File: config.mk
export PLATFORM = sky130hd
export DESIGN_NAME = dbli_ram
export DESIGN_NICKNAME = d
export VERILOG_FILES = /design/src/rtl/dbli_ram.sv
export SDC_FILE = /design/constraint.sdc
export NUM_CORES = 1
export LEC_CHECK = 0
export BUFFER_PORTS_ARGS = -buffer_cell sky130_fd_sc_hd__clkbuf_2
export CAP_MARGIN = 10
export CORE_MARGIN = 5
export CORE_UTILIZATION = 40
export CTS_CLUSTER_SIZE = 10
export DETAILED_ROUTE_END_ITERATION = 8
export SLEW_MARGIN = 20
export SYNTH_ARGS = -nofsm -noshare
export SYNTH_HDL_FRONTEND = slang
export SYNTH_SLANG_ARGS = --single-unit
File: constraint.sdc
create_clock -name clk -period 1.74 [get_ports clk]
set_input_delay 0 -clock clk [delete_from_list [all_inputs] [get_ports clk]]
set_output_delay 0 -clock clk [all_outputs]
set_load 0.02 [all_outputs]
File: src/rtl/dbli_ram.sv
// Generic simple dual-port RAM with one write port and a registered read port.
`default_nettype none

module dbli_ram #(
    parameter int WIDTH = 8,
    parameter int DEPTH = 16
) (
    input  wire logic                     clk,
    input  wire logic                     we,
    input  wire logic [$clog2(DEPTH)-1:0] waddr,
    input  wire logic [WIDTH-1:0]         wdata,
    input  wire logic                     re,
    input  wire logic [$clog2(DEPTH)-1:0] raddr,
    output logic [WIDTH-1:0]              rdata
);

    logic [WIDTH-1:0] mem [DEPTH];

    always_ff @(posedge clk)
    begin
        if (we)
        begin
            mem[waddr] <= wdata;
        end
        if (re)
        begin
            rdata <= mem[raddr];
        end
    end

endmodule

`default_nettype wire

; ---- Word-level counts from Yosys, hierarchy flattened
; Memories as Yosys holds them, arrays and structs flattened. A register that Yosys moved wholly into a read port is not among the register bits.
; Index checks and enable logic that the tools add are counted.
[classes]
n_mux = 2
[op_table]
columns = op, count
row1 = $mux W1, 2
[totals]
regBits = 0
ramBits = 128
in_bits = 19
output_inout_bits = 8
elab_cells = 3
memories = 1
[mem_list]
columns = name, words, word_bits, read_ports, rd_ports_with_merged_regs, wr, line
row1 = mem, 16, 8, 1, 1, 1, 17  ; logic [WIDTH-1:0] mem [DEPTH];

; ---- Depth between registers and ports, before layout
[logic_depth]
word_depth = 2
depth_mapped = 5
depth_no_buf = 3

; ---- Worst setup path before layout
; No wires, ideal clock.
[synth_timing]
path_kind = input-to-reg
startpoint = input port waddr[2]
endpoint = memory mem[0][0] (enable)
setup_ps = 383
t_arrival_ps = 1110
required_time_ps = 1357
path_slack_ps = 247
path_stages = 2
path_buffers = 0
cell_sequence = or3b_2 -> nor3_1
[synth_rtl]
columns = element, line
row1 = "start, declared", 10  ; input wire logic [$clog2(DEPTH)-1:0] waddr,
row2 = "end, declared", 17
; No word-level cell before the write port.

==> metrics.txt <==
run status=finished, final reports clean; CTS tree=done; Placer Congestion=about 0.69; sequential area share after synthesis=0.781; CP startpoint kind=register; Ys Warns=0; Seq cells post-synth=136; Hold Buf Count CTS=0; DR DRC count=0; via count=2463; Post-Route Utilization=0.490; placed cell areas=roughly 5700 um^2; Setup Crit Path Kind=register to register; CP max FO=1; Hold WC Path Type=input port to register; total congestion overflow=0; Clock Skew=0.0178 ns; clock root buffer=clkbuf_16; # clock sinks=136; Pre-Repair DR Iteration Count=4; # Max-Cap Violations=0; total track usage=0.139; starting density of the core=0.411; Detail Route Antenna Nets=0; most common cell after layout, fill and taps aside=edfxtp_1; Die Footprint=15500 um^2; first-pass GRT wire length=15.9 mm; Reg clk slew, reported paths=about 0.05 ns; clock buffer depth=2; HPWL after DPL=6.37 mm; flop2flop setup slack=0.26 ns; final non-filler cell total=470; clk_lat worst skew=0.42 ns; overall power=between 7 and 8 mW; Place WS=0.124 ns; Layout area overhead=19.3%; post-synthesis net count=248; Final #Nets=304; Max Fclk=674 MHz; Final Setup Violations=0; Fin. Hold Viols=0; htree depth=4; Tmin final=1.48 ns; Via density=5.24; PostCTS Resize Cnt=0; Inserted Diodes=0; Slew @ Worst Pin=0.424 ns; initial antenna violation count=0; synthesized netlist cell count=229; Post-CTS Setup Inserts=0; CTS buffer count=17; Routed Wire Length=around 10 mm; mapped cell area=5230 um^2; CP cell instances=mux4_2 > a22oi_1 > nand2_1; commonest cells after routing, fill and taps aside=edfxtp_1 (136), clkbuf_2 (26), buf_4 (19), mux4_2 (18), clkbuf_16 (17); total negative slack=0 ns; vias in the first global route=~2700; Ports=27; maximum vdd drop=~0.00064 V; PD cells=1200 nW/um^2; final period utilization=0.853; IO Port Bufs=26; die width=124 um; Slew Limit Fails=0; DR iter-0 viols=about 280; drt wl/cell=approximately 21 um; WP data arrival=1.63 ns; leakage=2.11 nW; Crit. End Element=register; setup ws final=0.256 ns; largest net degree at the start of global routing=33; FP Rows=41; slowest cell on the critical path=mux4_2; Finished Cell Area=~6200 um^2; critical path required time=1.89 ns; Fin Hold WS=0.0131 ns; max incr delay on CP=0.47 ns; Netlist cell types=18; Inst Count DP=roughly 440; syn_area_per_cell=22.8 um^2; unrepaired setup endpoints after global routing=no; layout cell share with drive strength beyond 1=0.305; die span in y=between 100 and 150 um; core area=12700 um^2; fillers=1076; Slew Limit Headroom=0.717
[critical path: cells and delay by family (launching register included)]
family,cells,cell delay [ns]
compound gates,1,0.31
flops,1,0.36
mux,1,0.47
simple gates,1,0.08
[kinds of logic after synthesis]
group / count (synthesis) / synth area share
flops: 136 / 0.781
compound gates: 16 / 0.0230
buf+inv: 10 / 0.0165
simple gates: 35 / 0.0314
mux: 32 / 0.148
[final cells by class]
cell class	instances	area [um^2]	area share
repair buffers	47	313	0.0501
clock inverters	12	133	0.0213
well taps	172	215	0.0345
flip-flops and latches	136	4080	0.655
multi-input cells	83	1060	0.169
clock buffers	20	437	0.0700
[layer usage]
metal,GRT usage,vias to the layer above,routed length [um]
met5,0,-,0
met4,0.0561,0,102
met3,0.0407,7,596
met2,0.220,79,5070
met1,0.181,1283,4230
li1,-,1094,-
[state kept, by name, indices dropped and copies added (netlist names)]
name	cells
mem	128
rdata	8
[final timing paths]
kind / start / end / cells after the start
worst max register to register: mem[11][6] / rdata[6] / 3
worst min-delay path: re / rdata[0] / 1
worst min register to register: mem[12][0] / rdata[0] / 3
worst max-delay path: mem[11][6] / rdata[6] / 3
[cell usage after synthesis (all sizes together)]
library cell	instances	area, um^2
edfxtp	136	4080
mux4	32	773
a22oi	16	120
nor2	13	48.8
nand2	9	33.8
buf	7	56.3
nor3	4	20.0
clkdlybuf4s25	3	30.0
nand2b	2	12.5
nand3b	2	15.0
and2	1	6.26
and2b	1	7.51
nand3	1	5.00
nor2b	1	6.26
or3b	1	8.76
[where the power goes]
part           internal (mW)  total (mW)  switching, mW
combinational          0.147       0.354          0.207
sequential              3.69        3.71         0.0191
clock                   2.22        3.43           1.21
total                   6.06        7.49           1.44
No activity file was read; power rests on OpenSTA's default activity.
