<file path="config.mk">
export PLATFORM = sky130hd
export DESIGN_NAME = dbli_ctrl
export DESIGN_NICKNAME = d
export VERILOG_FILES = /design/src/rtl/dbli_pkg.sv /design/src/rtl/dbli_ctrl.sv
export SDC_FILE = /design/constraint.sdc
export NUM_CORES = 2
export LEC_CHECK = 0
export BUFFER_PORTS_ARGS = -buffer_cell sky130_fd_sc_hd__buf_2
export CAP_MARGIN = 20
export CORE_ASPECT_RATIO = 0.5
export CORE_MARGIN = 1.5
export CORE_UTILIZATION = 50
export DETAILED_ROUTE_END_ITERATION = 12
export HOLD_SLACK_MARGIN = 0.05
export PLACE_DENSITY = 0.68
export SYNTH_ARGS = -nofsm -noshare
export SYNTH_HDL_FRONTEND = slang
export SYNTH_SLANG_ARGS = --single-unit
</file>
<file path="constraint.sdc">
create_clock -name clk -period 17.7 [get_ports clk]
set_clock_uncertainty 0.05 [all_clocks]
set_input_delay 3.54 -clock clk [delete_from_list [all_inputs] [get_ports clk]]
set_output_delay 3.54 -clock clk [all_outputs]
set_load 0.05 [all_outputs]
</file>
<file path="src/rtl/dbli_pkg.sv">
// Shared types, constants and helpers for the depth bracket interpolator.
`default_nettype none

package dbli_pkg;

    localparam int OP_W     = 2;
    localparam int SIDX_W   = 4;
    localparam int COL_W    = 6;
    localparam int ELEV_W   = 10;
    localparam int Q_W      = 20;
    localparam int VAL_W    = 24;
    localparam int STAT_W   = 2;
    localparam int CFG_W    = 5;
    localparam int PROP_W   = 3 * VAL_W;
    localparam int POS_W    = 21;
    localparam int DEN_W    = 20;
    localparam int QUOT_W   = 24;
    localparam int NUM_W    = DEN_W + QUOT_W;
    localparam int KM_TO_M  = 1000;
    localparam logic [CFG_W-1:0] CFG_RESET = 5'd14;
    localparam int MIN_SURFACES = 2;

    typedef enum logic [OP_W-1:0] {
        OP_LOAD_ELEV = 2'd0,
        OP_LOAD_COL  = 2'd1,
        OP_QUERY     = 2'd2
    } op_t;

    typedef enum logic [STAT_W-1:0] {
        ST_OK    = 2'd0,
        ST_ABOVE = 2'd1,
        ST_BELOW = 2'd2
    } status_t;

    typedef struct packed {
        logic [VAL_W-1:0]  density;
        logic [VAL_W-1:0]  swave;
        logic [VAL_W-1:0]  pwave;
        logic [STAT_W-1:0] status;
    } result_t;

    typedef struct packed {
        logic             start;
        logic [NUM_W-1:0] num;
        logic [DEN_W-1:0] den;
    } div_req_t;

    typedef struct packed {
        logic              done;
        logic [QUOT_W-1:0] quot;
    } div_rsp_t;

    // Surface elevation in metres.
    function automatic logic signed [POS_W-1:0] pos_of(input logic signed [ELEV_W-1:0] e);
        return POS_W'(e) * POS_W'(KM_TO_M);
    endfunction

endpackage

`default_nettype wire

</file>
<file path="src/rtl/dbli_ctrl.sv">
// Query sequencer: surface search through the memories and interpolation of three values.
`default_nettype none

module dbli_ctrl #(
    parameter int SW  = 4,
    parameter int CAW = 12,
    parameter int CW  = 5
) (
    input  wire logic                              clk,
    input  wire logic                              rst_n,
    input  wire logic                              start,
    input  wire logic signed [dbli_pkg::Q_W-1:0]   q,
    input  wire logic [CW-1:0]                     n,
    input  wire logic [CAW-1:0]                    col,
    input  wire logic                              out_free,
    input  wire logic [dbli_pkg::ELEV_W-1:0]       elev_rdata,
    input  wire logic [dbli_pkg::PROP_W-1:0]       prop_rdata,
    input  wire dbli_pkg::div_rsp_t                div_rsp,
    output logic                                   busy,
    output logic                                   elev_re,
    output logic [SW-1:0]                          elev_raddr,
    output logic                                   prop_re,
    output logic [SW+CAW-1:0]                      prop_raddr,
    output logic                                   res_valid,
    output dbli_pkg::result_t                      res,
    output dbli_pkg::div_req_t                     div_req
);

    localparam int Q_W    = dbli_pkg::Q_W;
    localparam int VAL_W  = dbli_pkg::VAL_W;
    localparam int POS_W  = dbli_pkg::POS_W;
    localparam int DEN_W  = dbli_pkg::DEN_W;
    localparam int NUM_W  = dbli_pkg::NUM_W;
    localparam int STAT_W = dbli_pkg::STAT_W;

    typedef enum logic [3:0] {
        S_IDLE,
        S_SCAN_RD,
        S_SCAN_CMP,
        S_DIFF,
        S_MAG,
        S_MUL,
        S_DIV_GO,
        S_DIV_WAIT,
        S_ACC,
        S_FINISH
    } state_t;

    state_t                        state_reg, state_next;
    logic [CW-1:0]                 s_reg, s_next;
    logic [1:0]                    k_reg, k_next;
    logic signed [Q_W-1:0]         q_reg, q_next;
    logic [CW-1:0]                 n_reg, n_next;
    logic [CAW-1:0]                col_reg, col_next;
    logic signed [POS_W-1:0]       prev_pos_reg, prev_pos_next;
    logic signed [POS_W-1:0]       cur_pos_reg, cur_pos_next;
    logic [2:0][VAL_W-1:0]         prev_val_reg, prev_val_next;
    logic [2:0][VAL_W-1:0]         cur_val_reg, cur_val_next;
    logic [2:0][VAL_W-1:0]         res_val_reg, res_val_next;
    logic [STAT_W-1:0]             status_reg, status_next;
    logic [DEN_W-1:0]              d_reg, d_next;
    logic [DEN_W-1:0]              off_reg, off_next;
    logic [VAL_W-1:0]              mag_reg, mag_next;
    logic                          neg_reg, neg_next;
    logic [NUM_W-1:0]              num_reg, num_next;

    always_comb
    begin
        logic signed [POS_W-1:0] pos;
        logic [VAL_W-1:0]        v1;
        logic [VAL_W-1:0]        v2;
        state_next    = state_reg;
        s_next        = s_reg;
        k_next        = k_reg;
        q_next        = q_reg;
        n_next        = n_reg;
        col_next      = col_reg;
        prev_pos_next = prev_pos_reg;
        cur_pos_next  = cur_pos_reg;
        prev_val_next = prev_val_reg;
        cur_val_next  = cur_val_reg;
        res_val_next  = res_val_reg;
        status_next   = status_reg;
        d_next        = d_reg;
        off_next      = off_reg;
        mag_next      = mag_reg;
        neg_next      = neg_reg;
        num_next      = num_reg;
        pos           = dbli_pkg::pos_of(elev_rdata);
        v1            = prev_val_reg[k_reg];
        v2            = cur_val_reg[k_reg];
        case (state_reg)
            S_IDLE:
            begin
                if (start)
                begin
                    q_next     = q;
                    n_next     = n;
                    col_next   = col;
                    s_next     = '0;
                    state_next = S_SCAN_RD;
                end
            end
            S_SCAN_RD:
            begin
                state_next = S_SCAN_CMP;
            end
            S_SCAN_CMP:
            begin
                if (POS_W'(q_reg) < pos)
                begin
                    // Query lies below this surface; move one surface down.
                    prev_pos_next = pos;
                    prev_val_next = prop_rdata;
                    s_next        = s_reg + CW'(1);
                    if (s_reg + CW'(1) >= n_reg)
                    begin
                        res_val_next = '0;
                        status_next  = dbli_pkg::ST_BELOW;
                        state_next   = S_FINISH;
                    end
                    else
                    begin
                        state_next = S_SCAN_RD;
                    end
                end
                else if (s_reg == '0)
                begin
                    res_val_next = '0;
                    status_next  = dbli_pkg::ST_ABOVE;
                    state_next   = S_FINISH;
                end
                else
                begin
                    cur_pos_next = pos;
                    cur_val_next = prop_rdata;
                    state_next   = S_DIFF;
                end
            end
            S_DIFF:
            begin
                d_next     = DEN_W'(prev_pos_reg - cur_pos_reg);
                off_next   = DEN_W'(prev_pos_reg - POS_W'(q_reg));
                k_next     = '0;
                state_next = S_MAG;
            end
            S_MAG:
            begin
                neg_next   = (v2 < v1);
                mag_next   = (v2 < v1) ? (v1 - v2) : (v2 - v1);
                state_next = S_MUL;
            end
            S_MUL:
            begin
                num_next   = NUM_W'(mag_reg) * NUM_W'(off_reg) + NUM_W'(d_reg >> 1);
                state_next = S_DIV_GO;
            end
            S_DIV_GO:
            begin
                state_next = S_DIV_WAIT;
            end
            S_DIV_WAIT:
            begin
                if (div_rsp.done)
                begin
                    state_next = S_ACC;
                end
            end
            S_ACC:
            begin
                // The rounded step never exceeds the distance to v2, so no clamp is needed.
                res_val_next[k_reg] = neg_reg ? (v1 - div_rsp.quot) : (v1 + div_rsp.quot);
                if (k_reg == 2'd2)
                begin
                    status_next = dbli_pkg::ST_OK;
                    state_next  = S_FINISH;
                end
                else
                begin
                    k_next     = k_reg + 2'd1;
                    state_next = S_MAG;
                end
            end
            S_FINISH:
            begin
                if (out_free)
                begin
                    state_next = S_IDLE;
                end
            end
            default:
            begin
                state_next = S_IDLE;
            end
        endcase
    end

    always_ff @(posedge clk or negedge rst_n)
    begin
        if (!rst_n)
        begin
            state_reg <= S_IDLE;
            s_reg     <= '0;
            k_reg     <= '0;
        end
        else
        begin
            state_reg <= state_next;
            s_reg     <= s_next;
            k_reg     <= k_next;
        end
    end

    always_ff @(posedge clk)
    begin
        q_reg        <= q_next;
        n_reg        <= n_next;
        col_reg      <= col_next;
        prev_pos_reg <= prev_pos_next;
        cur_pos_reg  <= cur_pos_next;
        prev_val_reg <= prev_val_next;
        cur_val_reg  <= cur_val_next;
        res_val_reg  <= res_val_next;
        status_reg   <= status_next;
        d_reg        <= d_next;
        off_reg      <= off_next;
        mag_reg      <= mag_next;
        neg_reg      <= neg_next;
        num_reg      <= num_next;
    end

    assign busy       = (state_reg != S_IDLE);
    assign elev_re    = (state_reg == S_SCAN_RD);
    assign prop_re    = (state_reg == S_SCAN_RD);
    assign elev_raddr = SW'(s_reg);
    assign prop_raddr = {SW'(s_reg), col_reg};
    assign res_valid  = (state_reg == S_FINISH);

    assign res.density = res_val_reg[2];
    assign res.swave   = res_val_reg[1];
    assign res.pwave   = res_val_reg[0];
    assign res.status  = status_reg;

    assign div_req.start = (state_reg == S_DIV_GO);
    assign div_req.num   = num_reg;
    assign div_req.den   = d_reg;

endmodule

`default_nettype wire

</file>
; Word level (Yosys, flattened, before mapping)
; Index checks and enable logic that the tools add are counted.
[word_totals]
regBits = 409
output_inout_bits = 163
[op_classes]
n_addsub = 9
n_mul = 2
n_lt_le_gt_ge = 5
n_eq_ne = 18
n_mux = 31
n_bitwise = 2
reduce_logical = 15
[ops]
columns = operator, count
row1 = two-way mux 72 bit, 3
row2 = case mux 72 bit (2 select lines), 1
row3 = two-way mux 24 bit, 5
row4 = binary-select mux 24 bit (select 2 bit), 2
row5 = bitwise mux 72 bit, 1
row6 = subtractor 24 bit, 3
row7 = demux 24 bit (select 2 bit), 1
row8 = adder 44 x 19 -> 44 bit, 1
row9 = multiplier 24 x 20 -> 44 bit, 1
row10 = case mux 4 bit (10 select lines), 1
row11 = subtractor 20 bit, 2
row12 = two-way mux 4 bit, 7
row13 = adder 24 bit, 1
row14 = less-than comparator 24 bit, 1
row15 = less-than comparator 20 x 21 -> 1 bit, 1
row16 = "multiplier 10 x 8 -> 18 bit, second input constant", 1
row17 = "== test 4 x 3 -> 1 bit, second input constant", 4
row18 = "inequality test 2 bit, second input constant", 6
row19 = AND reduction 3 bit, 4
row20 = two-way mux 2 bit, 5
row21 = two-way mux 5 bit, 2
row22 = case mux 5 bit (2 select lines), 1
row23 = "== test 4 x 2 -> 1 bit, second input constant", 2
row24 = "== test 4 bit, second input constant", 2
row25 = other kinds (17), 24

; Longest topological paths before layout
[logic_depth]
depth_word = 6
mapped_depth = 27
depth_no_buf = 27

; Least setup slack after synthesis
; No wires, ideal clock.
[synth_timing]
path_type = in2reg
startpoint = input elev_rdata[4] (netlist name)
endpoint = register res_val_reg (netlist bit res[10]), enable pin
setup_ns = 0.601
t_arrival_ns = 13.669
path_slack_ns = 3.379
stages = 26
path_buffers = 0
path_cell_list = inv_1 > fa_1 > fa_1 > inv_1 > fa_1 > inv_1 > fa_1 > inv_1 > ha_1 > a21oi_1 > o21bai_1 > a21oi_1 > nor2b_1 > o21a_1 > nor2_1 > xnor2_1 > inv_1 > ha_1 > a21o_1 > a311oi_1 > nor2_1 > a31oi_1 > o21ai_0 > mux2_2 > mux2_2 > o21ai_0
[synth_between]
elab_chain_cells = 4
[synth_lines]
columns = element, line
row1 = "start, declared", dbli_ctrl.sv:16  ; input wire logic [dbli_pkg::ELEV_W-1:0] elev_rdata,
row2 = multiplier 10 x 8 -> 18 bit *, dbli_pkg.sv:55  ; return POS_W'(e) * POS_W'(KM_TO_M);
row3 = less-than comparator 20 x 21 -> 1 bit *, dbli_ctrl.sv:110  ; if (POS_W'(q_reg) < pos)
row4 = inequality test 3 bit (no line), -
row5 = AND reduction 3 bit (no line) *, -
row6 = "end signal, assigned", dbli_ctrl.sv:223  ; res_val_reg <= res_val_next;
row7 = "end, declared", dbli_ctrl.sv:59  ; logic [2:0][VAL_W-1:0] res_val_reg, res_val_next;
; Every way passes the cells marked *; elsewhere a longest branch is shown, timed or not.
; A chain may end at the register's enable or synchronous reset.

; Worst setup path in the final report
[layout_timing]
startpoint = input elev_rdata[3] (netlist name)
endpoint = register prev_val_reg[31] (netlist name), enable pin
[layout_between]
elab_chain_cells = 3
[layout_lines]
columns = element, line
row1 = multiplier 10 x 8 -> 18 bit, dbli_pkg.sv:55
row2 = less-than comparator 20 x 21 -> 1 bit, dbli_ctrl.sv:110
row3 = AND reduction 2 bit (no line), -
row4 = "end signal, assigned", dbli_ctrl.sv:221  ; prev_val_reg <= prev_val_next;
row5 = "end, declared", dbli_ctrl.sv:57  ; logic [2:0][VAL_W-1:0] prev_val_reg, prev_val_next;
; Every way passes these cells.

==> impl_metrics.ini <==
[worst_hold_path]
worstHoldStart = q_reg[0]
whs_endpoint = off_reg[0]
hold_path_class = flop to flop
worstHoldPathCells = 0

[routing]
final_antenna_net_count = 0
finalWirelength_um = 96600
drc_errors = 0
first_pass_iters = 6
drt_iter0_drc = 1821
vias = 27223
vias_per_cell = 5.377
wire_per_inst_um = 19.08

[setup_path]
worstPathMaxFanout = 56
end_kind = flop
crit_required_ns = 17.88
cp_data_arrival_time_ns = 10.48
crit_path_start_kind = input pin
r2r-end = num_reg[38]
reg2reg_depth = 21
criticalPathCategory = input pin to flop
regToRegSetupSlack_ns = 9.57
reg2reg_from = off_reg[2]

[logic_synthesis]
synth_top_area_share_pct = 30.46
synthArstFlopShare_pct = 2.709
syn_avg_cell_area_um2 = 10.34
syn_area_mm2 = 0.03894
ys_seq_elements = 406
synth_cell_types = 81
synth_ff_type = edfxtp_1
yosysTopAreaCell = edfxtp_1
synth_area_leaders = edfxtp_1, fa_1, ha_1, inv_1, and2_1
seq_area_frac_synth_pct = 31.17
synth_edf_count = 395
ys_warn_count = 0
netlist_instances = 3766

[clock_tree]
hold_buffers = 0
cts-root-buf = clkbuf_16
cts_htree_levels = 2
post_cts_buffers = 0
tritoncts = yes
clock_sinks = 406
path_clk_slew_ns = 0.06
numCtsBuffers = 42
clk-insertion-delay-late_ns = 0.61
cts_resized = 0
clk_path_buf_depth = 3

[timing]
fmax_mhz = 97.14
tns_ns = 0
slew_viol_final = 0
relSlewSlack_pct = 25.59
finalSetupViolCount = 0
finalCritPeriodShare_pct = 58.16
grt_setup_unrepaired = false
hold_violations = 0
tightest_slew_ns = 1.116
period_needed_ns = 10.29

[flow_run]
max-cap-violations = 0

[global_route]
grt_usage_pct = 24.91
grt_max_degree = 73
gr-total-overflow = 0
grt_pass1_wl_um = 156200
first_global_vias = 28682
antenna_found_initial = 3

[floorplan]
rows = 72
initial_core_util_pct = 50.44
die_h_um = 200.3
die_area_mm2 = 0.07966
chipWidth_um = 397.7
core_area_mm2 = 0.07720
io_pins = 311

[placed_design]
gp_congestion = 0.8861
dp_hpwl_um = 74340
dp_cells = 4984
port_buffers = 307

[run_status]
status = complete, no violations

[final_layout]
syn_to_final_growth_pct = 9.996
fin_util_pct = 55.48
drive_gt1_share_pct = 11.08
nets = 4921
fin_cells = 5063
## synthesized netlist by cell type (57+ instances only)
| library cell | instances |
|---|---|
| inv_1 | 656 |
| fa_1 | 449 |
| edfxtp_1 | 395 |
| ha_1 | 331 |
| nand2_1 | 322 |
| and2_1 | 262 |
| nor2_1 | 214 |
| a21oi_1 | 167 |
| clkbuf_1 | 134 |
| mux2i_1 | 109 |
| xnor2_1 | 106 |
| o21ai_0 | 71 |
| a21o_1 | 57 |
## kinds of logic (layout without fill, tap and decap cells)
group	count (synthesis)	count (layout)	share of synthesized area, %
compound gates	478	478	7.872
xor+xnor	151	151	3.396
fa+ha+maj	780	780	33.72
buf+inv	821	1079	8.123
flops	406	406	31.17
mux	116	116	3.024
other cells	1	4	0.009630
simple gates	1013	1013	12.69
## critical path, cell delays in order
cell and delay (ns):
buf_2 0.15, inv_1 0.10, fa_1 0.51, fa_1 0.54, inv_1 0.05, fa_1 0.48, inv_1 0.05, fa_1 0.47
inv_1 0.04, ha_1 0.30, a21oi_1 0.21, o21bai_1 0.09, a21oi_1 0.24, nor2b_1 0.10, o21a_1 0.18, nor2_1 0.11
xnor2_1 0.18, inv_1 0.09, ha_1 0.30, a21o_1 0.19, nor3_1 0.21, o211ai_1 0.15, a31oi_1 0.25, o21ai_0 0.11
mux2_2 0.37, nor2_4 0.53, buf_16 0.23, buf_4 0.65
## per-layer routing
layer	share of wire [%]	vias to the layer above	track usage, %
li1	-	12670	-
met1	44	13635	34.59
met2	47	788	41.30
met3	6.2	130	3.929
met4	2.1	0	5.480
met5	0	-	0
## per-stage QoR
stage | instance area [um^2] | setup WS [ns] | hold slack [ns]
after detailed placement | 41410 | 6.519 | 0.4634
final | 42830 | 7.405 | 0.4709
after floorplan | 38950 | 3.379 | 0.4261
after CTS | 42800 | 7.146 | 0.4768
after global routing | 42830 | 6.963 | 0.5176
after global placement | 41400 | 6.610 | 0.4456
## placed cells by master, fill, tap and decap left out, types with 43 or more instances in the layout
master     count
nor2_1       211
edfxtp_1     395
nand3_1       45
inv_1        656
xor2_1        45
and2_1       262
xnor2_1      106
clkbuf_16     43
a21o_1        57
mux2i_1      109
fa_1         449
nand2_1      322
buf_2        307
ha_1         331
a21oi_1      167
o21ai_0       70
## area by class of cell
class | count | area (um^2)
Fill cell | 6671 | 34370
Multi-Input combinational cell | 2541 | 23700
Sequential cell | 406 | 12140
Inverter | 657 | 2466
Timing Repair Buffer | 345 | 1844
Tap cell | 1036 | 1296
Clock buffer | 48 | 1095
Clock inverter | 29 | 292.8
Antenna cell | 1 | 2.502
## worst max-delay path by stage
stage,startpoint,endpoint,slack [ns],cells after the start
floorplan,elev_rdata[4],res[10],3.38,26
global placement,elev_rdata[3],prev_val_reg[53],6.61,26
detailed placement,elev_rdata[3],prev_val_reg[54],6.52,27
CTS,elev_rdata[3],prev_val_reg[3],7.15,27
global route,elev_rdata[3],prev_val_reg[7],6.96,28
finish,elev_rdata[3],prev_val_reg[31],7.41,28
Power is left out: the tool's default activity adds up to more than one toggle a clock period on the data nets, which glitch-free logic cannot reach.
