--- config.mk ---
export PLATFORM = sky130hd
export DESIGN_NAME = dbli_div
export DESIGN_NICKNAME = d
export VERILOG_FILES = /design/src/rtl/dbli_pkg.sv /design/src/rtl/dbli_div.sv
export SDC_FILE = /design/constraint.sdc
export NUM_CORES = 1
export LEC_CHECK = 0
export BUFFER_PORTS_ARGS = -buffer_cell sky130_fd_sc_hd__buf_4
export CAP_MARGIN = 25
export CORE_UTILIZATION = 50
export DETAILED_ROUTE_END_ITERATION = 16
export GPL_ROUTABILITY_DRIVEN = 0
export MAX_ROUTING_LAYER = met4
export PLACE_DENSITY = 0.86
export SLEW_MARGIN = 20
export SYNTH_ARGS = -nofsm -noshare
export SYNTH_HDL_FRONTEND = slang
export SYNTH_SLANG_ARGS = --single-unit
--- constraint.sdc ---
create_clock -name clk -period 4.75 [get_ports clk]
set_input_delay 0.2375 -clock clk [delete_from_list [all_inputs] [get_ports clk]]
set_output_delay 0.2375 -clock clk [all_outputs]
set_load 0.01 [all_outputs]
--- src/rtl/dbli_pkg.sv ---
// Shared types, constants and helpers for the depth bracket interpolator.
`default_nettype none

package dbli_pkg;

    localparam int OP_W     = 2;
    localparam int SIDX_W   = 4;
    localparam int COL_W    = 6;
    localparam int ELEV_W   = 10;
    localparam int Q_W      = 20;
    localparam int VAL_W    = 24;
    localparam int STAT_W   = 2;
    localparam int CFG_W    = 5;
    localparam int PROP_W   = 3 * VAL_W;
    localparam int POS_W    = 21;
    localparam int DEN_W    = 20;
    localparam int QUOT_W   = 24;
    localparam int NUM_W    = DEN_W + QUOT_W;
    localparam int KM_TO_M  = 1000;
    localparam logic [CFG_W-1:0] CFG_RESET = 5'd14;
    localparam int MIN_SURFACES = 2;

    typedef enum logic [OP_W-1:0] {
        OP_LOAD_ELEV = 2'd0,
        OP_LOAD_COL  = 2'd1,
        OP_QUERY     = 2'd2
    } op_t;

    typedef enum logic [STAT_W-1:0] {
        ST_OK    = 2'd0,
        ST_ABOVE = 2'd1,
        ST_BELOW = 2'd2
    } status_t;

    typedef struct packed {
        logic [VAL_W-1:0]  density;
        logic [VAL_W-1:0]  swave;
        logic [VAL_W-1:0]  pwave;
        logic [STAT_W-1:0] status;
    } result_t;

    typedef struct packed {
        logic             start;
        logic [NUM_W-1:0] num;
        logic [DEN_W-1:0] den;
    } div_req_t;

    typedef struct packed {
        logic              done;
        logic [QUOT_W-1:0] quot;
    } div_rsp_t;

    // Surface elevation in metres.
    function automatic logic signed [POS_W-1:0] pos_of(input logic signed [ELEV_W-1:0] e);
        return POS_W'(e) * POS_W'(KM_TO_M);
    endfunction

endpackage

`default_nettype wire

--- src/rtl/dbli_div.sv ---
// Radix-2 restoring divider that yields one quotient bit per cycle.
`default_nettype none

module dbli_div (
    input  wire logic               clk,
    input  wire logic               rst_n,
    input  wire dbli_pkg::div_req_t req,
    output dbli_pkg::div_rsp_t      rsp
);

    localparam int DEN_W  = dbli_pkg::DEN_W;
    localparam int QUOT_W = dbli_pkg::QUOT_W;
    localparam int NUM_W  = dbli_pkg::NUM_W;
    localparam int CNT_W  = $clog2(QUOT_W + 1);

    logic              busy_reg, busy_next;
    logic              done_reg, done_next;
    logic [CNT_W-1:0]  cnt_reg, cnt_next;
    logic [DEN_W-1:0]  rem_reg, rem_next;
    logic [DEN_W-1:0]  den_reg, den_next;
    logic [QUOT_W-1:0] qsh_reg, qsh_next;

    always_comb
    begin
        logic [DEN_W:0] trial;
        logic           qbit;
        busy_next = busy_reg;
        done_next = 1'b0;
        cnt_next  = cnt_reg;
        rem_next  = rem_reg;
        den_next  = den_reg;
        qsh_next  = qsh_reg;
        trial     = {rem_reg, qsh_reg[QUOT_W-1]};
        qbit      = (trial >= {1'b0, den_reg});
        if (req.start)
        begin
            // The quotient is known to fit, so the top bits are below the divisor.
            rem_next  = req.num[NUM_W-1:QUOT_W];
            qsh_next  = req.num[QUOT_W-1:0];
            den_next  = req.den;
            cnt_next  = CNT_W'(QUOT_W);
            busy_next = 1'b1;
        end
        else if (busy_reg)
        begin
            rem_next = qbit ? DEN_W'(trial - {1'b0, den_reg}) : DEN_W'(trial);
            qsh_next = {qsh_reg[QUOT_W-2:0], qbit};
            cnt_next = cnt_reg - CNT_W'(1);
            if (cnt_reg == CNT_W'(1))
            begin
                busy_next = 1'b0;
                done_next = 1'b1;
            end
        end
    end

    always_ff @(posedge clk or negedge rst_n)
    begin
        if (!rst_n)
        begin
            busy_reg <= 1'b0;
            done_reg <= 1'b0;
            cnt_reg  <= '0;
        end
        else
        begin
            busy_reg <= busy_next;
            done_reg <= done_next;
            cnt_reg  <= cnt_next;
        end
    end

    always_ff @(posedge clk)
    begin
        rem_reg <= rem_next;
        den_reg <= den_next;
        qsh_reg <= qsh_next;
    end

    assign rsp.done = done_reg;
    assign rsp.quot = qsh_reg;

endmodule

`default_nettype wire

# Yosys cells after proc, flatten, opt, wreduce, memory -nomap -nowiden
# Index checks and enable logic that the tools add are counted.
# op_classes
bitwise,0
add_sub_neg,2
div,0
n_mux,13
magnitude_cmp,1
n_reduce_logical,1
shifts,0
n_mul,0
n_eq_ne,1
# ops
operator,n
20-bit two-way mux,3
24-bit two-way mux,2
21-bit by 20-bit >= comparator with 1-bit output,1
20-bit subtractor,1
5-bit two-way mux,2
1-bit two-way mux,6
5-bit by 1-bit equality test with 1-bit output (second input constant),1
5-bit by 1-bit subtractor with 5-bit output (second input constant),1
2-bit nonzero test,1
# totals
output_inout_bits,25
mem_bits_ro,0
register_bits,71
ramBits,0
word_cells,24
latch_bits,0
n_memories,0

# Longest topological paths before layout
# Gate-level depths: netlist (run 1).
# logic_depth
depth_word,4
ltp_mapped,11

# Worst setup path after synthesis (run 1)
# No wires, ideal clock.
# synth_timing
path_type,register -> register
from,reg qsh_reg[23]
to,reg rem_reg[14] (data pin)
setup_ns,0.261
slack_ns,1.960
path_buffers,0
t_required_ns,4.489
t_arrival_ns,2.530
path_stages_with_launch,12
cell_sequence,edfxtp_1 > inv_1 > ha_1 > inv_1 > fa_1 > a21o_1 > a221o_1 > o2111ai_2 > a21oi_2 > a41oi_2 > xnor2_1 > a221o_1
# synth_via
elab_chain_len,4
# synth_rtl
element,line_no,source
from (decl),dbli_div.sv:21,"logic [QUOT_W-1:0] qsh_reg, qsh_next;"
from (signal assigned),dbli_div.sv:77,qsh_reg <= qsh_next;
20-bit subtractor / 21-bit by 20-bit >= comparator with 1-bit output (equally long branches),"dbli_div.sv:46, dbli_div.sv:34",
20-bit two-way mux (*),dbli_div.sv:46,"rem_next = qbit ? DEN_W'(trial - {1'b0, den_reg}) : DEN_W'(trial);"
20-bit two-way mux (*),dbli_div.sv:44,else if (busy_reg)
20-bit two-way mux (*),dbli_div.sv:35,if (req.start)
named net rem_next[14],dbli_div.sv:19,"logic [DEN_W-1:0] rem_reg, rem_next;"
to (signal assigned),dbli_div.sv:75,rem_reg <= rem_next;
to (decl),dbli_div.sv:19,
# The timed path passes the listed nets; every way through them passes the cells marked *. The select of a mux whose other input is x is not followed.
# A chain may end at the register's enable or synchronous reset.

# Worst setup path in the final report (run 1)
# layout_timing
from,reg rem_reg[1]
to,reg rem_reg[4] (data pin)
# layout_via
elab_chain_len,4
# layout_rtl
element,line_no
20-bit subtractor / 21-bit by 20-bit >= comparator with 1-bit output (equally long branches),"dbli_div.sv:46, dbli_div.sv:34"
20-bit two-way mux (*),dbli_div.sv:46
20-bit two-way mux (*),dbli_div.sv:44
20-bit two-way mux (*),dbli_div.sv:35
named net rem_next[4],dbli_div.sv:19
# Marked as above.

==> results of run 1 <==
cell type report:
type / count / area (um^2)
Inverter: 31 / 116
Tap cell: 102 / 128
Timing Repair Buffer: 95 / 736
Fill cell: 614 / 2750
Clock inverter: 7 / 55.1
Clock buffer: 9 / 124
Sequential cell: 71 / 2100
Multi-Input combinational cell: 239 / 1840
power by group through the flow:
stage / sequential, uW / combinational (uW) / clock [uW]
2_1_floorplan: 940 / 978 / 0
3_3_place_gp: 944 / 1230 / 0
3_5_place_dp: 947 / 1270 / 0
4_1_cts: 939 / 1280 / 459
5_1_grt: 955 / 1430 / 481
6_report: 939 / 1300 / 447
kinds of logic (layout without fill, tap and decap cells):
family	Yosys count	in the layout
AOI/OAI and AO/OA	85	85
and+or+nand+nor	77	77
DFF	71	71
buffers and inverters	46	142
muxes	38	38
adders and majority gates	23	23
xor gates and xnor gates	16	16
cells in the final DEF, fill, tap and decap left out, types with 9 or more instances in the layout:
| cell type | count |
|---|---|
| buf_4 | 93 |
| edfxtp_1 | 64 |
| inv_1 | 31 |
| mux2_2 | 26 |
| o21ai_0 | 22 |
| ha_1 | 22 |
| a21oi_1 | 20 |
| nor2_1 | 17 |
| nand2_1 | 16 |
| a21o_1 | 14 |
| mux2i_1 | 12 |
| clkbuf_8 | 9 |
routing by layer:
metal / up-vias / global-route usage, %
met5: - / -
met4: 0 / 6.67
met3: 21 / 8.13
met2: 110 / 34.9
met1: 1437 / 25.8
li1: 1497 / -
critical path, stage by stage (launching register included):
cell	delay [ns]
edfxtp_1	0.40
ha_1	0.37
o21ai_0	0.20
a21oi_1	0.10
o311ai_2	0.33
a21oi_1	0.21
o21ai_4	0.60
mux2_2	0.40
mux2_2	0.25
final timing paths:
kind / start / to / slack [ns] / cells after the start
setup / recovery: rem_reg[1] / rem_reg[4] / 1.63 / 8
setup reg to reg: rem_reg[1] / rem_reg[4] / 1.63 / 8
max in group asynchronous: rst_n / cnt_reg[2] / 4.41 / 2
hold / removal: req[13] / den_reg[13] / 0.05 / 1
hold reg to reg: cnt_reg[4] / cnt_reg[4] / 0.55 / 2
min in group asynchronous: rst_n / cnt_reg[0] / 0.22 / 2
through the flow:
step | total power, uW | hold WS (ns) | std cells | worst slack, ns | utilization (%)
6_report | 2680 | 0.0527 | 554 | 1.63 | 65.0
3_3_place_gp | 2180 | 0.0543 | 536 | 1.50 | 62.1
3_5_place_dp | 2210 | 0.0526 | 536 | 1.38 | 62.1
5_1_grt | 2870 | 0.0284 | 554 | 1.37 | 65.0
4_1_cts | 2680 | 0.0408 | 553 | 1.38 | 64.5
2_1_floorplan | 1920 | -0.0581 | 356 | 1.96 | -
==> flow_summary.yaml, run 1 <==
worst_setup_path:
  cp.required_ns: 4.86
  crit_type: "register to register"
  critPathCaptureType: "register"
  startpoint_type: "register"
  arrival_ns: 3.23
  cp_max_fo: 22
power:
  p_leak_uw: 0.00223
  switching_share_pct: 38.2
  p_seq_share_pct: 35.0
  clkPwrFrac_pct: 16.6
  power.density_mw_per_mm2: 526
  ir_worst_vdd_mv: 0.257
  combPwrFrac_pct: 48.3
  p_switching_uw: 1030
  p_int_uw: 1660
clocking:
  holdBufCountCts: 1
  htree_levels: 3
  cts_tree: "built"
  post_cts_resized: 0
  clockBufferDepth: 2
  root_buffer: "clkbuf_8"
  clk_latency_ns: 0.36
  clkSinkCount: 71
  cts_setup_buffers: 0
  path_clk_slew_ns: 0.09
  cts_buffers: 9
routing:
  wl_per_cell_um: 15.8
  top_layer: "met4"
  drc_errors: 0
  vias: 3065
  ant_nets: 0
  totalWireLength_um: 8730
  wl_met1_um: 3660
  vias_per_cell: 5.53
  wl_met3_um: 664
  dr.pass1.iters: 5
  wl_met2_um: 4280
  initialDrtViolationCount: 191
synth:
  syn-mean-instance-area_um2: 11.6
  syn_inst: 356
  ys.warnings.count: 0
  synthTopCellsByArea: "edfxtp_1 (47%), mux2_2 (7.1%), ha_1 (6.7%), dfrtp_1 (4.3%), mux2i_1 (2.9%)"
  synth_top_family_by_area: "compound AO/OA/AOI/OAI gates"
  netlist_area_mm2: 0.00412
  ys_types: 50
  synthFlopType: "edfxtp_1"
  synth_most_common_cell: "edfxtp_1"
  synth_xor_area_share_pct: 3.40
  ys_seq_area_share_pct: 50.9
  syn_nets: 446
  synth_commonest_cells: "edfxtp_1 (64), inv_1 (31), mux2_2 (26), ha_1 (22), o21ai_0 (22)"
  async_flop_share_pct: 9.86
  yosys_register_bits: 71
  synth_compound_area_share_pct: 14.1
  synthAdderAreaFrac_pct: 7.17
  yosys.area_share.simple_pct: 9.93
  synthMuxAreaShare_pct: 10.0
  yosysTopAreaCellShare_pct: 46.7
  yosysTopAreaCell: "edfxtp_1"
  synth_edf_count: 64
timing:
  worst_pin_slew_ns: 0.691
  fmax_mhz: 321
  rsz0062_at_grt: "false"
  maxSlewHeadroom_pct: 53.9
  fin_crit_sh_pct: 65.6
  finalSetupViolCount: 0
  slew_violations: 0
  hold_viol: 0
  finalClockSkew_ns: 0.0110
  final.setup.tns_ns: 0
  post-route-min-period_ns: 3.12
floorplan:
  placementRows: 32
  dieArea_mm2: 0.00860
  die_w_um: 92.8
  core_area_mm2: 0.00785
  initial_core_util_pct: 52.5
  die_h_um: 92.8
  io_pins: 92
global_routing:
  grt_pass1_vias: 3099
  track_usage_pct: 21.9
  grt_antenna_before_repair: 0
  grt_first_pass_wirelength_um: 14100
  grt_remaining_overflow: 0
  grt_max_degree: 67
placement:
  portBuffers: 91
  place_hpwl_um: 6120
  place_area_mm2: 0.00488
cells_and_area:
  syn2layout_area_growth_pct: 23.8
  diodes: 0
  largest_reg_flops: 24
  fin_nets: 537
  drive_gt1_share_pct: 32.3
  fin_area_mm2: 0.00510
min_path:
  hp-class: "input port to register"
job:
  maxCapViolCount: 0
outcome:
  status: "complete, no violations"
No activity file was read; power rests on OpenSTA's default activity.
==> run 2, diff against run 1 <==
CORE_UTILIZATION = 49   (was 50)
PLACE_DENSITY = 0.87   (was 0.86)
clock period = 2.5 ns   (was 4.75 ns; I/O delays follow)
==> flow_summary.yaml, run 2 (synthesis results as in run 1) <==
placement:
  portBuffers: 91
  place_ws_ns: -0.233
  place_hpwl_um: 6760
  place_area_mm2: 0.00514
  dp.cells: 573
outcome:
  violations: "setup timing"
  status: "finished, violations left"
power:
  ir_worst_vdd_mv: 0.547
  p_leak_uw: 0.00257
  p_switching_uw: 2500
  clkPwrFrac_pct: 13.5
  combPwrFrac_pct: 58.1
  switching_share_pct: 38.6
  power.density_mw_per_mm2: 1090
  p_seq_share_pct: 28.4
  p_int_uw: 3970
job:
  maxCapViolCount: 0
timing:
  hold_viol: 0
  hold_ws_ns: 0.0600
  finalClockSkew_ns: 0.0133
  finalSetupViolCount: 19
  rsz0062_at_grt: "true"
  worst_slack_ns: -0.191
  maxSlewHeadroom_pct: 60.4
  worst_pin_slew_ns: 0.594
  post-route-min-period_ns: 2.69
  slew_violations: 0
  fmax_mhz: 372
  fin_crit_sh_pct: 108
worst_setup_path:
  timing.rr.start: "qsh_reg[23]"
  cp_top_family: "compound AO/OA/AOI/OAI gates"
  r2r_end: "rem_reg[18]"
  critPathSlowestCell: "edfxtp_1"
  arrival_ns: 2.82
  startpoint_type: "register"
  r2r_setup_slack_ns: -0.19
  cp.required_ns: 2.63
  cp_max_fo: 3
  reg2regPathDepth: 12
  crit_chain: "inv_2 > ha_4 > inv_2 > fa_2 > a21o_1 > a221o_1 > o2111ai_2 > buf_4 > a211oi_2 > mux2i_1 > nand2_1 > a21o_1"
  worst-path-buf-inv: 3
  cpPeakStageDelay_ns: 0.40
  crit_type: "register to register"
  critPathCaptureType: "register"
routing:
  vias: 3513
  initialDrtViolationCount: 251
  dr.pass1.iters: 5
  wl_per_cell_um: 17.5
  totalWireLength_um: 11000
  ant_nets: 0
  vias_per_cell: 5.61
  drc_errors: 0
global_routing:
  grt_max_degree: 45
  grt_pass1_vias: 3482
  track_usage_pct: 24.8
  grt_antenna_before_repair: 0
  grt_remaining_overflow: 0
  grt_first_pass_wirelength_um: 16100
cells_and_area:
  largest_reg_flops: 24
  fin_nets: 606
  most-common-layout-cells: "buf_4 (134), edfxtp_1 (64), inv_1 (27)"
  final_cells: 626
  drive_gt1_share_pct: 45.7
  final-seq-area_mm2: 0.00210
  fin_area_mm2: 0.00595
  multi_input_area_mm2: 0.00210
  diodes: 0
  mostFrequentLayoutCell: "buf_4"
  fill_cells: 530
  syn2layout_area_growth_pct: 44.6
floorplan:
  dieArea_mm2: 0.00878
  placementRows: 33
  io_pins: 92
  initial_core_util_pct: 50.4
  die_h_um: 93.7
  core_area_mm2: 0.00818
  die_w_um: 93.7
clocking:
  cts_buffers: 9
  htree_levels: 3
  clkSinkCount: 71
  root_buffer: "clkbuf_8"
  path_clk_slew_ns: 0.09
  clk_latency_ns: 0.36
  clockBufferDepth: 2
  cts_tree: "built"
min_path:
  whs_path_depth: 3
  hp-class: "input port to register"
  holdPathEnd: "rem_reg[5]"
  worstHoldStart: "req[49]"
==> run 2: cell count changes in the layout (fill, tap and decap cells not counted), sizes merged <==
| cell | change |
|---|---|
| inv | -1 |
| buf | +49 |
| dlygate4sd3 | +20 |
| clkinv | +1 |
==> run 2: layout make-up <==
type / instances / area share [%]
clock buffer: 9 / 2.08
sequential: 71 / 35.2
multi-input combinational: 239 / 35.2
timing repair buffer: 164 / 22.3
inverter: 31 / 1.95
clock inverter: 7 / 0.967
tap: 105 / 2.21
==> run 2: worst reg2reg max path: cells and delay by family (launching register included) <==
kind	cells	cell delay (ns)
simple gates	1	0.09
compound gates	5	0.95
fa+ha+maj	2	0.48
mux	1	0.23
flops	1	0.40
buf+inv	3	0.31
==> run 2: metal layers <==
layer  vias up  global-route usage, %  share of wire, %
li1       1639                      -                 -
met1      1662                   28.2                39
met2       169                   41.1                50
met4         0                   11.3               3.4
met3        43                   6.39               7.1
met5         -                      -                 0
==> run 2: repair_timing <==
item	4_1_cts	5_1_grt
setup endpoints to repair	21	21
pin swaps	10	17
hold buffers	21	0
endpoints found under the hold margin	27	0
buffers inserted	2	16
gates resized for setup	20	58
==> run 2: power groups by stage <==
stage               clock network, uW  logic (uW)  registers [uW]
finish                            874        3760            1830
global route                      919        4020            1860
CTS                               884        2980            1800
detailed placement                  0        2780            1810
global placement                    0        2680            1800
floorplan                           0        1860            1790
==> run 2: worst max-delay path by stage <==
stage / cells past startpoint / slack [ns] / startpoint / to
4_1_cts: 12 / -0.15 / qsh_reg[23] / rem_reg[18]
5_1_grt: 12 / -0.35 / qsh_reg[23] / rem_reg[18]
2_1_floorplan: 11 / -0.24 / qsh_reg[23] / rem_reg[14]
6_report: 12 / -0.19 / qsh_reg[23] / rem_reg[18]
3_3_place_gp: 11 / -0.17 / qsh_reg[23] / rem_reg[14]
3_5_place_dp: 12 / -0.23 / qsh_reg[23] / rem_reg[12]
==> run 2: per-stage QoR <==
stage | power, uW | utilization [%] | setup TNS, ns
after detailed placement | 4590 | 62.8 | -3.10
after CTS | 5670 | 68.9 | -0.879
after global routing | 6800 | 72.8 | -4.29
after floorplan | 3650 | - | -0.413
after global placement | 4480 | 62.8 | -0.849
final | 6460 | 72.8 | -1.77
==> run 3, diff against run 2 <==
SETUP_SLACK_MARGIN = 0.5   (was not set)
==> flow_summary.yaml, run 3 (synthesis results as in run 1) <==
timing:
  maxSlewHeadroom_pct: 59.9
  worst_pin_slew_ns: 0.602
  final.setup.tns_ns: -3.49
  post-route-min-period_ns: 2.90
  worst_slack_ns: -0.399
  fin_crit_sh_pct: 116
  finalClockSkew_ns: 0.00806
  fmax_mhz: 345
  finalSetupViolCount: 20
  hold_viol: 0
  slew_violations: 0
  rsz0062_at_grt: "true"
worst_setup_path:
  crit_path_frequent_cell: "inv_2"
  timing.rr.start: "qsh_reg[23]"
  critPathSlowestCell: "edfxtp_1"
  cp_top_family: "compound AO/OA/AOI/OAI gates"
  critPathCaptureType: "register"
  startpoint_type: "register"
  worst-path-buf-inv: 3
  cp_max_fo: 3
  crit_type: "register to register"
  startpoint: "qsh_reg[23]"
  cp.required_ns: 2.59
  arrival_ns: 2.99
  cpPeakStageDelay_ns: 0.41
  crit_chain: "inv_2 > ha_4 > inv_2 > fa_2 > a21o_1 > a221o_1 > o2111ai_2 > buf_4 > a32oi_2 > xor2_1 > mux2i_1 > o21ai_1"
clocking:
  root_buffer: "clkbuf_8"
  clockBufferDepth: 2
  htree_levels: 3
  cts_tree: "built"
  clk_latency_ns: 0.36
  cts_buffers: 9
  clkSinkCount: 71
  path_clk_slew_ns: 0.08
power:
  ir_worst_vdd_mv: 0.706
  total_power_uw: 6670
  p_leak_uw: 0.00261
  power.density_mw_per_mm2: 1100
global_routing:
  track_usage_pct: 25.2
  grt_antenna_before_repair: 0
  grt_first_pass_wirelength_um: 16100
  grt_pass1_vias: 3487
  use_met2_pct: 43.3
  top_usage_layer: "met2"
  grtUsageMet3_pct: 5.74
  grtUsageMet1_pct: 28.3
  grt_remaining_overflow: 0
  grt_max_degree: 49
routing:
  ant_nets: 0
  drc_errors: 0
  totalWireLength_um: 11900
  vias_per_cell: 5.70
  vias: 3607
  initialDrtViolationCount: 225
  dr.pass1.iters: 5
  wl_per_cell_um: 18.8
outcome:
  violations: "setup timing"
  status: "finished, violations left"
cells_and_area:
  mostFrequentLayoutCell: "buf_4"
  most-common-layout-cells: "buf_4 (142), edfxtp_1 (64), inv_1 (29)"
  fin_nets: 613
  diodes: 0
  syn2layout_area_growth_pct: 46.6
  largest_reg_flops: 24
  drive_gt1_share_pct: 46.0
placement:
  place_hpwl_um: 6760
  portBuffers: 91
min_path:
  worstHoldStart: "req[20]"
  hp-class: "input port to register"
floorplan:
  initial_core_util_pct: 50.4
  placementRows: 33
  io_pins: 92
  core_area_mm2: 0.00818
  die_h_um: 93.7
  dieArea_mm2: 0.00878
  die_w_um: 93.7
job:
  maxCapViolCount: 0
## run 3: metrics by stage
step	utilization [%]	std cells	hold WS [ns]	setup slack (ns)	instance area, um^2
final	73.9	633	0.0547	-0.399	6040
after global routing	73.9	633	0.0488	-0.450	6040
after CTS	69.6	620	0.0396	-0.226	5690
after detailed placement	63.2	574	-0.0600	-0.302	5170
after global placement	63.2	574	-0.0581	-0.172	5170
after floorplan	-	356	-0.171	-0.241	4160
## run 3: what timing repair did
item / 4_1_cts / 5_1_grt
hold buffers: 21 / 0
hold endpoints to repair: 27 / 0
gates resized for setup: 13 / 51
endpoints found under the setup margin: 21 / 21
gates cloned: 0 / 1
pin swaps: 14 / 27
setup buffers: 9 / 12
## run 3: path summary, 6_finish.rpt
path | to | slack, ns | cells past startpoint
worst min-delay path | qsh_reg[0] | 0.05 | 2
worst max register to register | rem_reg[12] | -0.40 | 12
max in group asynchronous | cnt_reg[2] | 2.28 | 2
min in group asynchronous | cnt_reg[0] | 0.10 | 2
worst max-delay path | rem_reg[12] | -0.40 | 12
worst min register to register | cnt_reg[4] | 0.54 | 2
## run 3: power breakdown
group | internal, uW | total, uW | switching, uW
clock network | 462 | 926 | 465
logic | 2040 | 3890 | 1860
registers | 1630 | 1850 | 215
total | 4130 | 6670 | 2540
## run 3: final cells by class
class,count,area [um^2]
multi-input cells,239,2120
clock buffers,11,131
clock inverters,5,58.8
well taps,105,131
fillers,482,2140
inverters,31,116
flip-flops and latches,71,2100
repair buffers,171,1390
## run 3: metal layers
| metal | share of wire [%] | up-vias | routed length, um |
|---|---|---|---|
| li1 | - | 1643 | - |
| met2 | 52 | 157 | 6120 |
| met1 | 40 | 1770 | 4720 |
| met3 | 5.9 | 37 | 702 |
| met5 | 0 | - | 0 |
| met4 | 2.7 | 0 | 325 |
